===== src/hdl/qc2d_pkg.sv =====
// Shared types, codes and constants of the quantized 2D convolution engine.
// No dependencies; the interfaces, controller, datapath and top level import this package.
package qc2d_pkg;

	localparam int OP_W       = 2;
	localparam int COORD_W    = 6;
	localparam int CH_W       = 3;
	localparam int VALUE_W    = 16;
	localparam int SUM_W      = 32;
	localparam int DIM_W      = 7;
	localparam int FDIM_W     = 3;
	localparam int STRIDE_W   = 3;
	localparam int CHCNT_W    = 4;
	localparam int CFG_IDX_W  = 3;
	localparam int CFG_DATA_W = 7;
	localparam int COUNT_W    = 8;
	localparam int PAD_W      = 10;
	localparam int POS_W      = 12;
	localparam int RECIP_W    = 17;
	localparam int RECIP_SH   = 16;

	localparam int DEF_MAX_IMAGE_DIM  = 64;
	localparam int DEF_MAX_FILTER_DIM = 7;
	localparam int DEF_MAX_CHANNELS   = 8;
	localparam int DEF_FRACTION_BITS  = 7;

	localparam logic [STRIDE_W-1:0] STRIDE_LIM = 3'd7;

	typedef enum logic [OP_W-1:0] {
		OP_PIXEL   = 2'd0,
		OP_WEIGHT  = 2'd1,
		OP_COMPUTE = 2'd2,
		OP_NONE    = 2'd3
	} op_t;

	typedef enum logic [CFG_IDX_W-1:0] {
		REG_IMAGE_HEIGHT  = 3'd0,
		REG_IMAGE_WIDTH   = 3'd1,
		REG_FILTER_HEIGHT = 3'd2,
		REG_FILTER_WIDTH  = 3'd3,
		REG_ROW_STRIDE    = 3'd4,
		REG_COL_STRIDE    = 3'd5,
		REG_SAME_PADDING  = 3'd6,
		REG_OUT_CHANNELS  = 3'd7
	} cfg_reg_t;

	typedef enum logic [2:0] {
		S_IDLE,
		S_SIZE,
		S_PAD,
		S_BASE,
		S_TAP,
		S_DRAIN1,
		S_DRAIN2,
		S_DONE
	} state_t;

	typedef struct packed {
		logic capture;
		logic wr_pixel;
		logic wr_weight;
		logic tap_init;
		logic issue;
		logic load_out;
	} cmd_t;

	typedef struct packed {
		logic oor;
		logic tap_last;
	} sts_t;

	// ceil(2^16 / s): exact floor division for numerators below 256
	function automatic logic [RECIP_W-1:0] stride_recip(input logic [STRIDE_W-1:0] s);
		logic [RECIP_W-1:0] r;
		case (s)
			3'd2:    r = 17'd32768;
			3'd3:    r = 17'd21846;
			3'd4:    r = 17'd16384;
			3'd5:    r = 17'd13108;
			3'd6:    r = 17'd10923;
			3'd7:    r = 17'd9363;
			default: r = 17'd65536;
		endcase
		return r;
	endfunction

endpackage


===== src/hdl/qc2d_ctrl.sv =====
// Sequencer of the convolution engine: accepts items, steps setup, tap walk
// and drain, and owns the response valid. Depends on qc2d_pkg.
module qc2d_ctrl import qc2d_pkg::*; (
	input  logic            clk,
	input  logic            arst_n,
	input  logic            in_valid,
	input  logic [OP_W-1:0] in_op,
	output logic            in_ready,
	input  logic            out_ready,
	output logic            out_valid,
	output cmd_t            cmd,
	input  sts_t            sts
);

	state_t state_q, state_nxt;
	logic   out_valid_q;
	logic   accept;
	logic   out_free;

	assign accept   = (state_q == S_IDLE) && in_valid;
	assign out_free = !out_valid_q || out_ready;

	always_comb begin
		state_nxt = state_q;
		unique case (state_q)
			S_IDLE: begin
				if (accept && (in_op == OP_COMPUTE)) begin
					state_nxt = S_SIZE;
				end
			end
			S_SIZE:   state_nxt = S_PAD;
			S_PAD:    state_nxt = S_BASE;
			S_BASE:   state_nxt = sts.oor ? S_DONE : S_TAP;
			S_TAP: begin
				if (sts.tap_last) begin
					state_nxt = S_DRAIN1;
				end
			end
			S_DRAIN1: state_nxt = S_DRAIN2;
			S_DRAIN2: state_nxt = S_DONE;
			S_DONE: begin
				if (out_free) begin
					state_nxt = S_IDLE;
				end
			end
		endcase
	end

	always_comb begin
		in_ready      = (state_q == S_IDLE);
		cmd.capture   = accept && (in_op == OP_COMPUTE);
		cmd.wr_pixel  = accept && (in_op == OP_PIXEL);
		cmd.wr_weight = accept && (in_op == OP_WEIGHT);
		cmd.tap_init  = (state_q == S_BASE);
		cmd.issue     = (state_q == S_TAP);
		cmd.load_out  = (state_q == S_DONE) && out_free;
	end

	always_ff @(posedge clk or negedge arst_n) begin
		if (!arst_n) begin
			state_q     <= S_IDLE;
			out_valid_q <= 1'b0;
		end else begin
			state_q <= state_nxt;
			if (cmd.load_out) begin
				out_valid_q <= 1'b1;
			end else if (out_ready) begin
				out_valid_q <= 1'b0;
			end
		end
	end

	assign out_valid = out_valid_q;

endmodule


===== config.mk =====
export PLATFORM = sky130hd
export DESIGN_NAME = qc2d_ctrl
export DESIGN_NICKNAME = d
export VERILOG_FILES = /design/src/hdl/qc2d_pkg.sv /design/src/hdl/qc2d_ctrl.sv
export SDC_FILE = /design/constraint.sdc
export NUM_CORES = 1
export LEC_CHECK = 0
export BUFFER_PORTS_ARGS = -buffer_cell sky130_fd_sc_hd__buf_2
export CAP_MARGIN = 0
export CORE_AREA = 2 2 39 41
export CTS_CLUSTER_DIAMETER = 100
export CTS_CLUSTER_SIZE = 20
export DETAILED_ROUTE_END_ITERATION = 16
export DIE_AREA = 0 0 41 43
export MAX_ROUTING_LAYER = met4
export PLACE_DENSITY = 0.44
export REMOVE_ABC_BUFFERS = 1
export SLEW_MARGIN = 10
export SYNTH_ARGS = -nofsm -noshare
export SYNTH_HDL_FRONTEND = slang
export SYNTH_SLANG_ARGS = --single-unit

===== constraint.sdc =====
create_clock -name clk -period 1.99 [get_ports clk]
set_input_delay 0.398 -clock clk [delete_from_list [all_inputs] [get_ports clk]]
set_output_delay 0.398 -clock clk [all_outputs]
set_load 0.005 [all_outputs]

==> flow_summary.json <==
{
  "holdCritStartpoint": "sts[1]",
  "drtPass1Iterations": 4,
  "drtAntennaViolNets": 0,
  "clk_latency_ps": 240,
  "antenna_cells": 0,
  "yosysUniqueCellTypes": 20,
  "power.density_nw_per_um2": 1300,
  "die_w_um": 41,
  "finalCritPeriodShare_pct": 82.7,
  "clock_path_buffers": 2,
  "grt_usage_pct": 9.00,
  "mappedNetlistArea_um2": 265,
  "drive_gt1_share_pct": 46.7,
  "grt_use_met3_pct": 4.71,
  "vias": 273,
  "wl_um": 579,
  "cp.buffers_inverters": 1,
  "reg2reg_slack_ps": 830,
  "p_leak_uw": 0.000197,
  "drt_iter0_markers": 5,
  "avgSynthCellArea_um2": 9.47,
  "synthToLayoutAreaGrowth_pct": 42.0,
  "finalClockSkew_ps": 5.04,
  "nNetsFinal": 55,
  "cts_buffers": 3,
  "numClockSinks": 4,
  "place.port_buffers": 15,
  "setup_ws_ps": 343,
  "synth_cells": 28,
  "fill_cells": 152,
  "pre_cts_ws_ps": 583,
  "hold_path.class": "in -> reg",
  "synth_seq_area_share_pct": 37.7,
  "postLayoutCoreUtil_pct": 27.2,
  "reg2reg_depth": 3,
  "worst_pin_slew_ps": 309,
  "cap_violations": 0,
  "gr-total-overflow": 0,
  "cp_max_fo": 9,
  "ir_drop_uv": 428,
  "grt_use_met1_pct": 13.1,
  "drc_errors": 0,
  "hold_end": "state_q[1]$_DFFE_PN0P_",
  "cts_tree": "done",
  "place_area_um2": 344,
  "seq_area_um2": 100,
  "clk_pin_slew_ps": 30,
  "drv_slew": 0,
  "ios": 16,
  "avgRoutedWirePerCell_um": 9.49,
  "multi_input_area_um2": 149,
  "setup_viol": 0,
  "grt_pass1_vias": 241,
  "fmax_ghz": 0.607,
  "hold_violations": 0,
  "cts_setup_buffers": 0,
  "period_needed_ps": 1650,
  "fin_area_um2": 377,
  "avgViaCountPerCell": 4.48,
  "grt.busiest_layer": "met1",
  "finalSetupTns_ps": 0,
  "rsz0062_at_grt": "false",
  "critPathCaptureType": "output port",
  "crit_arrival_ps": 1250,
  "critPathLaunchType": "flip-flop",
  "worstPathRequired_ps": 1590,
  "antenna_found_initial": 0,
  "reg2reg_from": "state_q[1]$_DFFE_PN0P_",
  "yosys_warnings": 0,
  "r2r-end": "state_q[0]$_DFFE_PN0P_",
  "power.total_uw": 489,
  "htree_levels": 1,
  "die_h_um": 43,
  "slew_headroom_pct": 79.4,
  "grt_max_degree": 11,
  "start_util_pct": 19.2,
  "cts_root_buf": "clkbuf_4",
  "core_area_um2": 1380,
  "crit_chain": "nor3_2, and4bb_1, buf_2",
  "place_hpwl_um": 447,
  "grt_pass1_wl_um": 1030,
  "whs_path_depth": 3,
  "cpPeakStageDelay_ps": 470,
  "synth-seq-cells": 4,
  "critPathKind": "reg -> out",
  "dieArea_um2": 1760,
  "slowest_stage": "dfrtp_1",
  "num_rows": 14,
  "use_met2_pct": 10.0,
  "cp_top_family": "flip-flops",
  "globalplace.congestion": 0.646,
  "cts_resized": 0,
  "status": "finished, final reports clean"
}
==> layer usage <==
layer / up-vias / wire (um)
li1: 139 / -
met1: 118 / 285
met2: 16 / 228
met3: 0 / 65
met4: 0 / 0
met5: - / 0
==> per-stage QoR <==
| step | hold WS, ps | std cells |
|---|---|---|
| 6_report | 484 | 61 |
| 5_1_grt | 509 | 61 |
| 4_1_cts | 478 | 61 |
| 3_5_place_dp | 205 | 57 |
| 3_3_place_gp | 209 | 57 |
| 2_1_floorplan | 102 | 26 |
==> flip-flops by register name, summed over array words and instances, names as in the netlist <==
signal and cells:
state_q 3, out_valid 1
==> power by group <==
part           switching, uW  total, uW  internal (uW)  leakage, uW
Sequential              74.5        197            123    0.0000464
Combinational           81.7        191            109     0.000136
Clock                   33.4        101           67.5    0.0000138
Total                    190        489            299     0.000197
==> layout make-up <==
type	count	share of cell area [%]
Tap cell	16	5.32
Multi-Input combinational cell	22	39.5
Clock buffer	3	5.98
Timing Repair Buffer	16	22.6
Sequential cell	4	26.6
==> cells in the mapped netlist <==
| cell type | n | area [um2] |
|---|---|---|
| nor4_1 | 1 | 6.26 |
| nand3b_1 | 1 | 7.51 |
| nor2_1 | 5 | 18.8 |
| nor2_2 | 1 | 6.26 |
| dfrtp_1 | 4 | 100 |
| a2bb2oi_1 | 1 | 8.76 |
| nor2b_1 | 1 | 6.26 |
| nand3_1 | 1 | 5.00 |
| buf_2 | 1 | 5.00 |
| and2_1 | 2 | 12.5 |
| a222oi_1 | 1 | 10.0 |
| and2b_2 | 1 | 8.76 |
| and4b_1 | 1 | 10.0 |
| nand2b_1 | 1 | 6.26 |
| nor3_2 | 1 | 10.0 |
| mux2i_1 | 1 | 10.0 |
| o21ai_0 | 1 | 5.00 |
| a21oi_1 | 1 | 5.00 |
| and4bb_1 | 1 | 12.5 |
| buf_6 | 1 | 11.3 |
==> worst max path at each step <==
stage	slack, ps	from	cells past startpoint	endpoint
2_1_floorplan	710	state_q[1]$_DFFE_PN0P_	2	cmd[4]
3_3_place_gp	570	state_q[1]$_DFFE_PN0P_	3	cmd[4]
3_5_place_dp	580	state_q[1]$_DFFE_PN0P_	3	cmd[4]
4_1_cts	330	state_q[1]$_DFFE_PN0P_	3	cmd[4]
5_1_grt	230	state_q[1]$_DFFE_PN0P_	3	cmd[4]
6_report	340	state_q[1]$_DFFE_PN0P_	3	cmd[4]
==> repair_timing <==
item | 4_1_cts | 5_1_grt
setup endpoints to repair | 0 | 0
hold buffers | 1 | 0
endpoints found under the hold margin | 4 | 0
==> logic make-up after synthesis <==
group           Yosys count  share of synthesized area [%]
compound gates            4                           10.8
simple gates             17                           41.5
flops                     4                           37.7
mux                       1                           3.77
buf+inv                   2                           6.13
==> layout by cell type, fill, tap and decap left out, types with 2 or more instances in the layout <==
cell,n
clkbuf_4,3
dfrtp_1,4
buf_2,15
and2_1,2
nor2_1,5
==> worst reg2reg max path, cell delays in order, from the launching register on <==
cell	delay, ps
dfrtp_1	500
nor2_2	70
a2bb2oi_1	130
a222oi_1	350
Power figures use the tool's default switching activity.
